[config.mk]
export PLATFORM = sky130hd
export DESIGN_NAME = sbus_frame_receiver_unit
export DESIGN_NICKNAME = d
export VERILOG_FILES = /design/src/sv/sfr_pkg.sv /design/src/sv/sbus_frame_receiver_unit.sv /design/src/sv/sfr_frame_fifo.sv /design/src/sv/sfr_front.sv /design/src/sv/sfr_back.sv
export VERILOG_INCLUDE_DIRS = /design/src /design/src/sv
export SDC_FILE = /design/constraint.sdc
export NUM_CORES = 1
export LEC_CHECK = 0
export ABC_CLOCK_PERIOD_IN_PS = 13700
export BUFFER_PORTS_ARGS = -buffer_cell sky130_fd_sc_hd__buf_2
export CAP_MARGIN = 10
export CORE_MARGIN = 3
export CORE_UTILIZATION = 40
export CTS_CLUSTER_DIAMETER = 60
export CTS_CLUSTER_SIZE = 40
export DETAILED_ROUTE_END_ITERATION = 16
export SLEW_MARGIN = 20
export SYNTH_ARGS = -nofsm -noshare
export SYNTH_HDL_FRONTEND = slang
export SYNTH_SLANG_ARGS = --single-unit
[constraint.sdc]
create_clock -name clk -period 13.7 [get_ports clk]
set_clock_uncertainty 0.2 [all_clocks]
set_input_delay 4.11 -clock clk [delete_from_list [all_inputs] [get_ports clk]]
set_output_delay 4.11 -clock clk [all_outputs]
set_load 0.01 [all_outputs]
[src/sv/sbus_frame_receiver_unit_assert.svh]
// Assertion macros for the SBUS frame receiver.
// Depends on nothing; included by the top level, which supplies clk and rst_n.
`ifndef SBUS_FRAME_RECEIVER_UNIT_ASSERT_SVH
`define SBUS_FRAME_RECEIVER_UNIT_ASSERT_SVH

// Same-cycle implication, checked only outside reset.
`define SFR_ASSERT_IMPLIES(label, ante, cons) \
    label: assert property (@(posedge clk) disable iff (!rst_n) (ante) |-> (cons)) \
        else $error("sbus frame receiver: same-cycle check failed");

// Next-cycle implication, checked only outside reset.
`define SFR_ASSERT_NEXT(label, ante, cons) \
    label: assert property (@(posedge clk) disable iff (!rst_n) (ante) |=> (cons)) \
        else $error("sbus frame receiver: next-cycle check failed");

`endif

[src/sv/sfr_pkg.sv]
// Shared types and constants of the SBUS frame receiver.
// Depends on nothing; used by every module of the block.
package sfr_pkg;

    localparam int FRAME_LENGTH  = 25;
    localparam int CHANNEL_COUNT = 16;
    localparam int CHANNEL_BITS  = 11;

    // Data bytes 1..22 plus the flag byte are kept; header and footer are not.
    localparam int DATA_BYTES  = FRAME_LENGTH - 3;
    localparam int DATA_BITS   = DATA_BYTES * 8;
    localparam int STORE_BITS  = (FRAME_LENGTH - 2) * 8;
    localparam int FLAG_BITS   = 4;
    localparam int POS_W       = 5;
    localparam int CHAN_W      = 4;

    localparam logic [POS_W-1:0]  POS_HUNT   = '0;
    localparam logic [POS_W-1:0]  POS_FOOTER = POS_W'(FRAME_LENGTH - 1);
    localparam logic [CHAN_W-1:0] LAST_CHAN  = CHAN_W'(CHANNEL_COUNT - 1);

    // Frame queue between the parser and the unpacker.
    localparam int FIFO_DEPTH = 2;
    localparam int FIFO_PTR_W = 1;
    localparam int FIFO_CNT_W = 2;

    // Configuration register indexes.
    localparam int CFG_IDX_W = 2;
    localparam logic [CFG_IDX_W-1:0] CFG_HEADER = 2'd0;
    localparam logic [CFG_IDX_W-1:0] CFG_FOOTER = 2'd1;

    localparam logic [7:0] HEADER_RESET = 8'h0F;
    localparam logic [7:0] FOOTER_RESET = 8'h00;

    // One checked frame: packed channel bits and the low flag bits.
    typedef struct packed {
        logic [FLAG_BITS-1:0] flags;
        logic [DATA_BITS-1:0] data;
    } frame_t;

    // Queue status seen by both sides.
    typedef struct packed {
        logic full;
        logic empty;
    } fifo_status_t;

endpackage

[src/sv/sbus_frame_receiver_unit.sv]
// SBUS frame receiver: one byte accepted per cycle while the two-frame queue has room.
// A good footer byte puts the frame in the queue; the unpacker takes it when free and
// registers the beats out, one per cycle while pop keeps up (16 per frame).
// Throughput: a byte per cycle in unless full; a beat per cycle out while popped.
// Reset: asynchronous, active low; hunts for the header, registers take 0x0F and 0x00,
// queue and output are empty. The frame store itself is not cleared.
`include "sbus_frame_receiver_unit_assert.svh"

module sbus_frame_receiver_unit
    import sfr_pkg::*;
(
    input  logic                    clk,
    input  logic                    rst_n,
    input  logic                    cfg_valid,
    output logic                    cfg_ready,
    input  logic [CFG_IDX_W-1:0]    cfg_index,
    input  logic [7:0]              cfg_data,
    input  logic                    push,
    output logic                    full,
    input  logic [7:0]              rx_byte,
    output logic                    empty,
    input  logic                    pop,
    output logic [CHAN_W-1:0]       channel_index,
    output logic [CHANNEL_BITS-1:0] channel_value,
    output logic                    digital_ch17,
    output logic                    digital_ch18,
    output logic                    lost_frame,
    output logic                    failsafe_on,
    output logic                    last_channel
);

    fifo_status_t fifo_stat;
    frame_t       push_frame;
    frame_t       head_frame;
    logic         frame_push;
    logic         fifo_pop;
    logic         byte_accept;

    // Bytes are held off only while the frame queue is full.
    assign cfg_ready   = 1'b1;
    assign full        = fifo_stat.full;
    assign byte_accept = push && !full;

    sfr_front u_front
    (
        .clk         (clk),
        .rst_n       (rst_n),
        .cfg_wr      (cfg_valid && cfg_ready),
        .cfg_index   (cfg_index),
        .cfg_data    (cfg_data),
        .byte_accept (byte_accept),
        .rx_byte     (rx_byte),
        .frame_push  (frame_push),
        .frame_out   (push_frame)
    );

    sfr_frame_fifo u_fifo
    (
        .clk      (clk),
        .rst_n    (rst_n),
        .wr_en    (frame_push),
        .wr_frame (push_frame),
        .rd_en    (fifo_pop),
        .rd_frame (head_frame),
        .status   (fifo_stat)
    );

    sfr_back u_back
    (
        .clk           (clk),
        .rst_n         (rst_n),
        .fifo_status   (fifo_stat),
        .fifo_frame    (head_frame),
        .fifo_pop      (fifo_pop),
        .pop           (pop),
        .empty         (empty),
        .channel_index (channel_index),
        .channel_value (channel_value),
        .digital_ch17  (digital_ch17),
        .digital_ch18  (digital_ch18),
        .lost_frame    (lost_frame),
        .failsafe_on   (failsafe_on),
        .last_channel  (last_channel)
    );

    // The queue is never both full and empty.
    `SFR_ASSERT_IMPLIES(a_fifo_state, fifo_stat.full, !fifo_stat.empty)
    // The last beat of a frame always carries the last channel number.
    `SFR_ASSERT_IMPLIES(a_last_index, !empty && last_channel, channel_index == LAST_CHAN)
    // Within a frame, a taken beat is followed at once by the next one.
    `SFR_ASSERT_NEXT(a_no_gap, pop && !empty && !last_channel, !empty)

endmodule

[src/sv/sfr_frame_fifo.sv]
// Two-entry queue of checked frames between the parser and the unpacker.
// Depends on sfr_pkg for frame_t, fifo_status_t and the queue sizes.
module sfr_frame_fifo
    import sfr_pkg::*;
(
    input  logic         clk,
    input  logic         rst_n,
    input  logic         wr_en,
    input  frame_t       wr_frame,
    input  logic         rd_en,
    output frame_t       rd_frame,
    output fifo_status_t status
);

    frame_t                  mem_reg [FIFO_DEPTH];
    logic [FIFO_PTR_W-1:0]   wr_ptr_reg;
    logic [FIFO_PTR_W-1:0]   rd_ptr_reg;
    logic [FIFO_CNT_W-1:0]   count_reg;
    logic [FIFO_CNT_W-1:0]   count_next;
    logic                    do_wr;
    logic                    do_rd;

    assign status.full  = (count_reg == FIFO_CNT_W'(FIFO_DEPTH));
    assign status.empty = (count_reg == '0);
    assign do_wr        = wr_en && !status.full;
    assign do_rd        = rd_en && !status.empty;
    assign rd_frame     = mem_reg[rd_ptr_reg];

    // Occupancy follows the two sides independently.
    always_comb
    begin
        count_next = count_reg;
        if (do_wr && !do_rd)
        begin
            count_next = count_reg + 1'b1;
        end
        else if (do_rd && !do_wr)
        begin
            count_next = count_reg - 1'b1;
        end
    end

    // Pointers and count.
    always_ff @(posedge clk or negedge rst_n)
    begin
        if (!rst_n)
        begin
            wr_ptr_reg <= '0;
            rd_ptr_reg <= '0;
            count_reg  <= '0;
        end
        else
        begin
            if (do_wr)
            begin
                wr_ptr_reg <= wr_ptr_reg + 1'b1;
            end
            if (do_rd)
            begin
                rd_ptr_reg <= rd_ptr_reg + 1'b1;
            end
            count_reg <= count_next;
        end
    end

    // Entry storage needs no reset.
    always_ff @(posedge clk)
    begin
        if (do_wr)
        begin
            mem_reg[wr_ptr_reg] <= wr_frame;
        end
    end

endmodule

[src/sv/sfr_front.sv]
// Front end: configuration registers, header hunt, byte collection and footer check.
// Depends on sfr_pkg for frame_t, positions and register indexes.
module sfr_front
    import sfr_pkg::*;
(
    input  logic                 clk,
    input  logic                 rst_n,
    input  logic                 cfg_wr,
    input  logic [CFG_IDX_W-1:0] cfg_index,
    input  logic [7:0]           cfg_data,
    input  logic                 byte_accept,
    input  logic [7:0]           rx_byte,
    output logic                 frame_push,
    output frame_t               frame_out
);

    logic [7:0]            header_reg;
    logic [7:0]            footer_reg;
    logic [POS_W-1:0]      pos_reg;
    logic [POS_W-1:0]      pos_next;
    logic [STORE_BITS-1:0] store_reg;
    logic                  hunting;
    logic                  collecting;

    assign hunting    = (pos_reg == POS_HUNT) || (pos_reg > POS_FOOTER);
    assign collecting = !hunting && (pos_reg < POS_FOOTER);

    // A good footer hands the collected frame to the queue.
    assign frame_push      = byte_accept && (pos_reg == POS_FOOTER) && (rx_byte == footer_reg);
    assign frame_out.data  = store_reg[DATA_BITS-1:0];
    assign frame_out.flags = store_reg[DATA_BITS +: FLAG_BITS];

    // Configuration writes; indexes beyond the list are ignored.
    always_ff @(posedge clk or negedge rst_n)
    begin
        if (!rst_n)
        begin
            header_reg <= HEADER_RESET;
            footer_reg <= FOOTER_RESET;
        end
        else if (cfg_wr)
        begin
            case (cfg_index)
                CFG_HEADER: header_reg <= cfg_data;
                CFG_FOOTER: footer_reg <= cfg_data;
                default:    ;
            endcase
        end
    end

    // Frame position: hunt, collect, then the footer returns to hunting.
    always_comb
    begin
        pos_next = pos_reg;
        if (byte_accept)
        begin
            if (hunting)
            begin
                pos_next = (rx_byte == header_reg) ? POS_W'(1) : POS_HUNT;
            end
            else if (collecting)
            begin
                pos_next = pos_reg + 1'b1;
            end
            else
            begin
                pos_next = POS_HUNT;
            end
        end
    end

    always_ff @(posedge clk or negedge rst_n)
    begin
        if (!rst_n)
        begin
            pos_reg <= POS_HUNT;
        end
        else
        begin
            pos_reg <= pos_next;
        end
    end

    // Bytes shift in from the top, so the first data byte ends at bit zero.
    always_ff @(posedge clk)
    begin
        if (byte_accept && collecting)
        begin
            store_reg <= {rx_byte, store_reg[STORE_BITS-1:8]};
        end
    end

endmodule

[src/sv/sfr_back.sv]
// Back end: unpacks one queued frame into sixteen channel beats through an output register.
// Depends on sfr_pkg for frame_t, fifo_status_t and channel constants.
module sfr_back
    import sfr_pkg::*;
(
    input  logic                    clk,
    input  logic                    rst_n,
    input  fifo_status_t            fifo_status,
    input  frame_t                  fifo_frame,
    output logic                    fifo_pop,
    input  logic                    pop,
    output logic                    empty,
    output logic [CHAN_W-1:0]       channel_index,
    output logic [CHANNEL_BITS-1:0] channel_value,
    output logic                    digital_ch17,
    output logic                    digital_ch18,
    output logic                    lost_frame,
    output logic                    failsafe_on,
    output logic                    last_channel
);

    logic                    busy_reg;
    logic [CHAN_W-1:0]       chan_reg;
    logic [DATA_BITS-1:0]    shift_reg;
    logic [FLAG_BITS-1:0]    flags_reg;
    logic                    out_valid_reg;
    logic [CHAN_W-1:0]       out_index_reg;
    logic [CHANNEL_BITS-1:0] out_value_reg;
    logic [FLAG_BITS-1:0]    out_flags_reg;
    logic                    out_last_reg;
    logic                    advance;
    logic                    frame_done;

    // A channel moves to the output register whenever that register is free or draining.
    assign advance    = busy_reg && (!out_valid_reg || pop);
    assign frame_done = advance && (chan_reg == LAST_CHAN);
    assign fifo_pop   = (!busy_reg || frame_done) && !fifo_status.empty;

    assign empty         = !out_valid_reg;
    assign channel_index = out_index_reg;
    assign channel_value = out_value_reg;
    assign digital_ch17  = out_flags_reg[0];
    assign digital_ch18  = out_flags_reg[1];
    assign lost_frame    = out_flags_reg[2];
    assign failsafe_on   = out_flags_reg[3];
    assign last_channel  = out_last_reg;

    // Control: frame in progress, channel counter, output beat valid.
    always_ff @(posedge clk or negedge rst_n)
    begin
        if (!rst_n)
        begin
            busy_reg      <= 1'b0;
            chan_reg      <= '0;
            out_valid_reg <= 1'b0;
        end
        else
        begin
            if (fifo_pop)
            begin
                busy_reg <= 1'b1;
                chan_reg <= '0;
            end
            else if (frame_done)
            begin
                busy_reg <= 1'b0;
            end
            else if (advance)
            begin
                chan_reg <= chan_reg + 1'b1;
            end

            if (advance)
            begin
                out_valid_reg <= 1'b1;
            end
            else if (pop)
            begin
                out_valid_reg <= 1'b0;
            end
        end
    end

    // Payload: the lowest eleven bits leave first, then the word shifts down.
    always_ff @(posedge clk)
    begin
        if (fifo_pop)
        begin
            shift_reg <= fifo_frame.data;
            flags_reg <= fifo_frame.flags;
        end
        else if (advance)
        begin
            shift_reg <= shift_reg >> CHANNEL_BITS;
        end

        if (advance)
        begin
            out_index_reg <= chan_reg;
            out_value_reg <= shift_reg[CHANNEL_BITS-1:0];
            out_flags_reg <= flags_reg;
            out_last_reg  <= (chan_reg == LAST_CHAN);
        end
    end

endmodule
# --- Yosys cells after proc, flatten, opt, wreduce, memory -nomap -nowiden ---
# Memories as Yosys holds them, arrays and structs flattened.
# Index checks and enable logic that the tools add are counted.
word_totals:
  regBits: 415
  ramBits: 360
  input_bits: 23
  out_inout_bits: 23
  word_cells: 80
  mem_count: 1
memory_table:
  columns: ["memory", "words", "word_bits", "read_ports", "rd_ports_with_merged_regs", "wr", "line", "rtl"]
  rows:
  - ["u_fifo.mem_reg", 2, 180, 1, 0, 1, "sfr_frame_fifo.sv:15", "frame_t mem_reg [FIFO_DEPTH];"]
classes:
  addsub: 6
  magnitude_cmp: 2
  n_eq_ne: 7
  muxes: 16
  n_reduce_logical: 32
ops:
  columns: ["operator", "count"]
  rows:
  - ["176-bit 2-to-1 mux", 2]
  - ["8-bit == test", 2]
  - ["1-bit logical AND", 12]
  - ["4-bit 2-to-1 mux", 3]
  - ["5-bit 2-to-1 mux", 2]
  - ["2-bit nonzero test", 4]
  - ["1-bit zero test", 7]
  - ["1-bit 2-to-1 mux", 7]
  - ["2-bit AND reduction", 3]
  - ["5-bit by 1-bit adder with 5-bit output (second input constant)", 1]
  - ["5-bit == test (second input constant)", 1]
  - ["5-bit > comparator (second input constant)", 1]
  - ["5-bit zero test", 1]
  - ["5-bit < comparator (second input constant)", 1]
  - ["4-bit by 1-bit adder with 4-bit output (second input constant)", 1]
  - ["4-bit == test (second input constant)", 1]
  - ["2-bit zero test", 2]
  - ["2-bit 2-to-1 mux", 2]
  - ["1-bit logical OR", 3]
  - ["1-bit adder (second input constant)", 2]
  - ["2-bit by 1-bit adder with 2-bit output (second input constant)", 1]
  - ["2-bit by 1-bit == test with 1-bit output (second input constant)", 1]
  - ["2-bit == test (second input constant)", 1]
  - ["2-bit by 1-bit inequality test with 1-bit output (second input constant)", 1]
  - ["2-bit by 1-bit subtractor with 2-bit output (second input constant)", 1]

# --- Logic depth before layout (Yosys ltp) ---
# Gate-level depths: netlist (run 1).
depth:
  ltp_word: 10
  depth_mapped: 9
  ltp_nobuf: 9

# --- Modules after synthesis ---
# Synthesis (run 1) repeated with hierarchy kept, for this count alone.
hier_totals:
  cells_unflattened: 1474
  area_unflattened_um2: 30504.3
modules_own_cells:
  columns: ["module", "instances", "cells_each", "area_per_inst_um2", "seq_area_each_um2"]
  rows:
  - ["sfr_frame_fifo", 1, 579, 13540.5, 10910.5]
  - ["sfr_back", 1, 437, 8951.1, 6155.9]
  - ["sfr_front", 1, 455, 7987.7, 6055.8]
  - ["sbus_frame_receiver_unit", 1, 3, 25.0, 0.0]

# --- Worst setup path before layout (run 1) ---
# Ideal clock, no wire load.
synth_timing:
  path_kind: "input-to-reg"
  from: "input pop"
  to: "register u_back.shift_reg[0], enable pin"
  setup_time_ps: 955
  t_arrival_ps: 16637
  required_time_ps: 12545
  slack_ps: -4091
  stages: 2
  path_buffers: 0
  cell_sequence: "and2b_2 -> o21ai_0"
synth_between:
  elab_chain_cells: 6
synth_lines:
  columns: ["element", "line", "rtl"]
  rows:
  - ["start, declared", "sbus_frame_receiver_unit.sv:22", "input logic pop,"]
  - ["1-bit logical OR *", "sfr_back.sv:35", "assign advance = busy_reg && (!out_valid_reg || pop);"]
  - ["1-bit logical AND *", "sfr_back.sv:35", null]
  - ["1-bit logical AND", "sfr_back.sv:36", "assign frame_done = advance && (chan_reg == LAST_CHAN);"]
  - ["1-bit logical OR", "sfr_back.sv:37", "assign fifo_pop = (!busy_reg || frame_done) && !fifo_status.empty;"]
  - ["1-bit logical AND", "sfr_back.sv:37", null]
  - ["2-bit nonzero test (no source line) *", null, null]
  - ["end signal, assigned", "sfr_back.sv:89", "shift_reg <= fifo_frame.data;"]
  - ["end signal, assigned", "sfr_back.sv:94", "shift_reg <= shift_reg >> CHANNEL_BITS;"]
  - ["end, declared", "sfr_back.sv:24", "logic [DATA_BITS-1:0] shift_reg;"]
# Mark *: on every way between the ends. The rest lies on a longest branch, timed or not.
# A chain may end at the register's enable or synchronous reset.

# --- Worst setup path in the final report (run 1) ---
layout_timing:
  from: "input pop"
  to: "register u_back.shift_reg[18], data pin"
layout_between:
  elab_chain_cells: 6
layout_lines:
  columns: ["element", "line", "rtl"]
  rows:
  - ["1-bit logical OR", "sfr_back.sv:35", null]
  - ["1-bit logical AND", "sfr_back.sv:35", null]
  - ["1-bit logical AND", "sfr_back.sv:36", null]
  - ["1-bit logical OR", "sfr_back.sv:37", null]
  - ["1-bit logical AND", "sfr_back.sv:37", null]
  - ["176-bit 2-to-1 mux", "sfr_back.sv:87", "if (fifo_pop)"]
# No other way between the ends.

==> impl_metrics.yaml, run 1 <==
layout:
  final_area_sq_mm: 0.0308
  fin_nets: 1365
  drive_gt1_share_pct: 30.7
  largest_reg_flops: 360
  num_antenna_cells: 0
  fin_util_pct: 43.9
  area_growth_syn_to_layout_pct: 8.59
  fill_cells: 6070
  final_cells: 2306
cts:
  clock-sinks: 775
  cts_buffers: 36
  cts_tree: "yes"
  cts_resized: 0
  clockBufferDepth: 3
  root_buffer: "clkbuf_16"
  cts_post_setup_buffers_inserted: 0
  ctsHtreeMaxLevel: 2
  path_clk_slew_ns: 0.11
  clkLatencyLatePin_ns: 0.59
  cts-hold-fix-buffers: 0
global_route:
  antenna_found_initial: 0
  grt_max_degree: 177
  grt_pass1_wl_um: 67400
  grt_remaining_overflow: 0
  grtUsageTotal_pct: 11.4
  grt_pass1_vias: 12000
timing:
  relSlewSlack_pct: 26.7
  hold_violations: 0
  fin_crit_sh_pct: 48.5
  finalMaxSlewViolations: 0
  fin_ws_ns: 7.05
  timing.hold.ws_ns: 0.232
  min_period_ns: 6.65
  tightest_slew_ns: 1.10
  setup_viol: 0
  clock.fmax_mhz: 150
  rsz0062_at_grt: "false"
  tns_ns: 0
worst_setup_path:
  cp_top_family: "buffers and inverters"
  cp_slowest_cell: "buf_4"
  crit_type: "input pin to register"
  cp.buffers_inverters: 3
  cp_cell_sequence: "buf_2 -> and2b_2 -> o21ai_2 -> o21ai_2 -> inv_8 -> buf_4 -> mux2_2"
  crit_path_max_fanout: 108
  slowest_delay_ns: 0.89
  critPathRequiredTime_ns: 13.82
  end_kind: "register"
  critical_path_arrival_ns: 6.77
  path_common_cell: "o21ai_2"
  cp-start-kind: "input pin"
synthesis:
  yosysTopAreaCell: "edfxtp_1"
  async_reset_ff_share_pct: 4.00
  avgSynthCellArea_sq_um: 22.1
  synth_fp_nets: 1313
  synthCells: 1286
  synth_edf_count: 744
  synth_top_area_share_pct: 78.8
  yosys_warnings: 0
  synth_common_cells: "edfxtp_1, mux2_2, mux2_1"
  yosysSeqAreaShare_pct: 81.5
  synthFlopType: "edfxtp_1"
  synthTopCellsByArea: "edfxtp_1, mux2_2, mux2_1"
  synth_cell_types: 48
  netlist_area_sq_mm: 0.0284
  yosysMostFrequentCell: "edfxtp_1"
  ys_ff_latch: 775
route:
  ant_nets: 0
  drt_first_pass_iters: 5
  drc: 0
  via_per_inst: 4.83
  drt-initial-drc-count: 743
  routedWlPerCell_um: 18.4
  wl_um: 42500
  vias: 11100
floorplan:
  initial_utilization_pct: 40.4
  die_x_um: 272
  rows: 97
  die-area_sq_mm: 0.0741
  die-height_um: 272
  fp.coreArea_sq_mm: 0.0701
  io-pin-count: 46
placed_design:
  io_buffers: 44
  globalplace.congestion: 0.709
  numPlacedInstances: 2240
  placed_cell_area_sq_mm: 0.0296
  post-place-ws_ns: 6.35
  dp_hpwl_um: 21500
outcome:
  status: "complete, no violations"
power_and_ir_drop:
  power_mw: 5.50
  power_density_mw_per_mm2: 178
  vdd_drop_max_uv: 170
  p_leak_nw: 9.96
worst_hold_path:
  hold_path.class: "register to register"
run:
  maxCapViolCount: 0
## final cells by class
class                      count  area [sq um]  share of cell area [%]
clock buffer                  40           958                    3.11
clock inverter                26           270                   0.877
timing repair buffer          54           345                    1.12
inverter                       7          33.8                   0.110
tap                          940          1180                    3.82
sequential                   775         23100                    75.1
multi-input combinational    464          4890                    15.9
## cells by family after synthesis
family / Yosys count / synth area share, %
DFF: 775 / 81.5
muxes: 363 / 14.8
and+or+nand+nor: 53 / 1.01
buffers and inverters: 47 / 1.34
AOI/OAI and AO/OA: 22 / 0.521
xor gates and xnor gates: 21 / 0.648
adders and majority gates: 4 / 0.176
other: 1 / 0.0132
## layout by cell type, fill, tap and decap left out, types with 2 or more instances in the layout
| master | count |
|---|---|
| a21oi_1 | 3 |
| a22o_1 | 2 |
| a31oi_1 | 2 |
| and2_1 | 2 |
| buf_12 | 4 |
| buf_2 | 44 |
| buf_4 | 6 |
| clkbuf_1 | 2 |
| clkbuf_16 | 38 |
| clkinv_2 | 5 |
| clkinv_8 | 2 |
| clkinvlp_4 | 3 |
| dfrtp_1 | 26 |
| dfstp_2 | 4 |
| edfxtp_1 | 744 |
| ha_1 | 4 |
| inv_1 | 6 |
| inv_12 | 2 |
| inv_6 | 10 |
| inv_8 | 2 |
| mux2_1 | 70 |
| mux2_2 | 251 |
| mux2_4 | 31 |
| mux2i_1 | 11 |
| nand2_1 | 12 |
| nand2b_1 | 2 |
| nand3_1 | 2 |
| nand4_1 | 6 |
| nor2_1 | 16 |
| o21ai_0 | 5 |
| o21ai_2 | 2 |
| xnor2_1 | 13 |
| xor2_1 | 8 |
## where the power goes
group	leakage (nW)	switching, mW	internal (mW)
Sequential	7.32	0.230	3.22
Combinational	2.04	0.391	0.347
Clock	0.598	0.743	0.563
Total	9.96	1.36	4.13
## final timing paths
check | start | end | slack [ns] | cells after the start
setup / recovery | pop | u_back.shift_reg[18] | 7.05 | 7
max in group asynchronous | rst_n | u_fifo.rd_ptr_reg | 9.39 | 1
min in group asynchronous | rst_n | u_back.out_valid_reg | 3.37 | 1
hold / removal | u_back.shift_reg[3] | u_back.channel_value[3] | 0.23 | 0
hold reg to reg | u_back.shift_reg[3] | u_back.channel_value[3] | 0.23 | 0
setup reg to reg | u_front.pos_reg[0] | u_fifo.mem_reg[0][85] | 10.03 | 8
## per-layer routing
metal  vias up  wire, um  GRT usage [%]
li1       5162         -              -
met1      5822     18800           14.9
met2       105     21800           20.1
met3        46      1110           1.74
met4         0       718           2.71
met5         -         0              0
## worst reg2reg max path: cells and delay by family (launching register included)
family        cells  cell delay [ns]
buf+inv           3             1.42
simple gates      4             1.05
flops             1             0.43
fa+ha+maj         1             0.20
Note: power is estimated with default switching activity, not from simulation.
==> run 2, diff against run 1 <==
--- a/config.mk
+++ b/config.mk
@@ -6,7 +6,7 @@
 export SDC_FILE = /design/constraint.sdc
 export NUM_CORES = 1
 export LEC_CHECK = 0
-export ABC_CLOCK_PERIOD_IN_PS = 13700
+export ABC_CLOCK_PERIOD_IN_PS = 6900
 export BUFFER_PORTS_ARGS = -buffer_cell sky130_fd_sc_hd__buf_2
 export CAP_MARGIN = 10
 export CORE_MARGIN = 3
==> constraint.sdc (replaced) <==
create_clock -name clk -period 6.9 [get_ports clk]
set_clock_uncertainty 0.2 [all_clocks]
set_input_delay 2.07 -clock clk [delete_from_list [all_inputs] [get_ports clk]]
set_output_delay 2.07 -clock clk [all_outputs]
set_load 0.01 [all_outputs]
==> run 2 against run 1 <==
Compared with the run above:
- core utilization is 0.54 points higher
- global-route usage about the same
- sequential share of layout area decreased by 0.91 points
==> impl_metrics.yaml, run 2 (same netlist as run 1, synthesis figures left out) <==
outcome:
  status: "complete, no violations"
route:
  ant_nets: 0
  drt_first_pass_iters: 5
  vias: 11200
  routedWlPerCell_um: 18.3
  via_per_inst: 4.81
  drc: 0
  drt-initial-drc-count: 794
  wl_um: 42400
worst_setup_path:
  cp-start-kind: "input pin"
  critPathRequiredTime_ns: 7.06
  cp.buffers_inverters: 3
  cp_top_family: "buffers and inverters"
  cp_cell_sequence: "buf_2 -> and2b_2 -> o21ai_2 -> o21ai_2 -> inv_8 -> buf_4 -> mux2_2"
  crit_path_max_fanout: 82
  critical_path_arrival_ns: 4.51
  crit_type: "input pin to register"
  path_common_cell: "o21ai_2"
  end_kind: "register"
  slowest_delay_ns: 0.62
  cp_slowest_cell: "inv_8"
cts:
  clkLatencyLatePin_ns: 0.59
  ctsHtreeMaxLevel: 2
  cts_resized: 0
  cts_tree: "yes"
  root_buffer: "clkbuf_16"
  path_clk_slew_ns: 0.12
  cts_buffers: 40
  clock-sinks: 775
  cts_post_setup_buffers_inserted: 0
  cts-hold-fix-buffers: 0
  clockBufferDepth: 3
timing:
  hold_violations: 0
  min_period_ns: 4.35
  finalMaxSlewViolations: 0
  clock.fmax_mhz: 230
  fin_crit_sh_pct: 63.0
  tns_ns: 0
  rsz0062_at_grt: "false"
  fin_ws_ns: 2.55
  setup_viol: 0
  tightest_slew_ns: 1.03
  relSlewSlack_pct: 31.4
global_route:
  grt_pass1_vias: 11800
  grt_pass1_wl_um: 67200
  antenna_found_initial: 0
  grtUsageTotal_pct: 11.4
  grt_max_degree: 177
  grt_remaining_overflow: 0
power_and_ir_drop:
  power_density_mw_per_mm2: 359
  power_mw: 11.2
  p_leak_nw: 10.1
  vdd_drop_max_uv: 232
layout:
  num_antenna_cells: 0
  largest_reg_flops: 360
  layout_common_cells: "edfxtp_1, mux2_2, mux2_1"
  multi_input_area_sq_mm: 0.00489
  final_area_sq_mm: 0.0312
  layout_commonest_cell: "edfxtp_1"
  fin_nets: 1376
  fill_cells: 5970
  layout.area.seq_sq_mm: 0.0231
  drive_gt1_share_pct: 31.4
  area_growth_syn_to_layout_pct: 9.92
  fin_util_pct: 44.4
placed_design:
  placed_cell_area_sq_mm: 0.0297
  dp_hpwl_um: 22100
  globalplace.congestion: 0.699
  io_buffers: 44
  post-place-ws_ns: 1.88
floorplan:
  fp.coreArea_sq_mm: 0.0701
  die-height_um: 272
  die_x_um: 272
  rows: 97
  io-pin-count: 46
  initial_utilization_pct: 40.4
  die-area_sq_mm: 0.0741
worst_hold_path:
  hold_path.class: "register to register"
run:
  maxCapViolCount: 0
-- run 2: cell types whose count changed in the layout (fill, tap and decap cells not counted) --
cell / before / now
buf_16: 0 / 1
clkinv_2: 5 / 0
inv_12: 2 / 9
clkbuf_16: 38 / 42
buf_12: 4 / 9
clkinv_16: 0 / 1
buf_4: 6 / 7
inv_8: 2 / 1
inv_6: 10 / 8
clkbuf_1: 2 / 1
clkinv_8: 2 / 6
clkinv_4: 1 / 0
-- run 2: report_power, final --
| group | leakage, nW | switching (mW) | internal [mW] | total (mW) |
|---|---|---|---|---|
| Clock | 0.698 | 1.61 | 1.27 | 2.88 |
| Sequential | 7.32 | 0.482 | 6.39 | 6.88 |
| Combinational | 2.10 | 0.751 | 0.701 | 1.45 |
-- run 2: per-layer routing --
layer,up-vias,global-route usage [%],share of wire (%),wire length (um)
li1,5200,-,-,-
met1,5789,14.8,44,18500
met2,113,20.1,52,21900
met3,55,1.89,3.0,1280
met4,0,2.89,1.8,744
met5,-,0,0,0
-- run 2: cell type report --
class / count / area share, %
Sequential cell: 775 / 74.2
Clock inverter: 29 / 1.34
Multi-Input combinational cell: 464 / 15.7
Clock buffer: 43 / 3.38
Inverter: 7 / 0.108
Timing Repair Buffer: 61 / 1.54
Tap cell: 940 / 3.77
-- run 2: final timing paths --
path	startpoint	endpoint	slack [ns]	depth (start not counted)
max in group asynchronous	rst_n	u_fifo.rd_ptr_reg	4.60	1
setup reg to reg	u_back.chan_reg[0]	u_back.shift_reg[134]	3.53	7
setup / recovery	pop	u_back.shift_reg[134]	2.55	7
hold reg to reg	u_back.shift_reg[9]	u_back.channel_value[9]	0.22	0
min in group asynchronous	rst_n	u_back.chan_reg[1]	1.33	1
hold / removal	u_back.shift_reg[9]	u_back.channel_value[9]	0.22	0
-- run 2: metrics by stage --
| stage | cells | hold slack [ns] |
|---|---|---|
| 3_3_place_gp | 2246 | 0.202 |
| 4_1_cts | 2318 | 0.227 |
| 2_1_floorplan | 1286 | 0.200 |
| 6_report | 2319 | 0.218 |
| 5_1_grt | 2319 | 0.234 |
| 3_5_place_dp | 2246 | 0.205 |
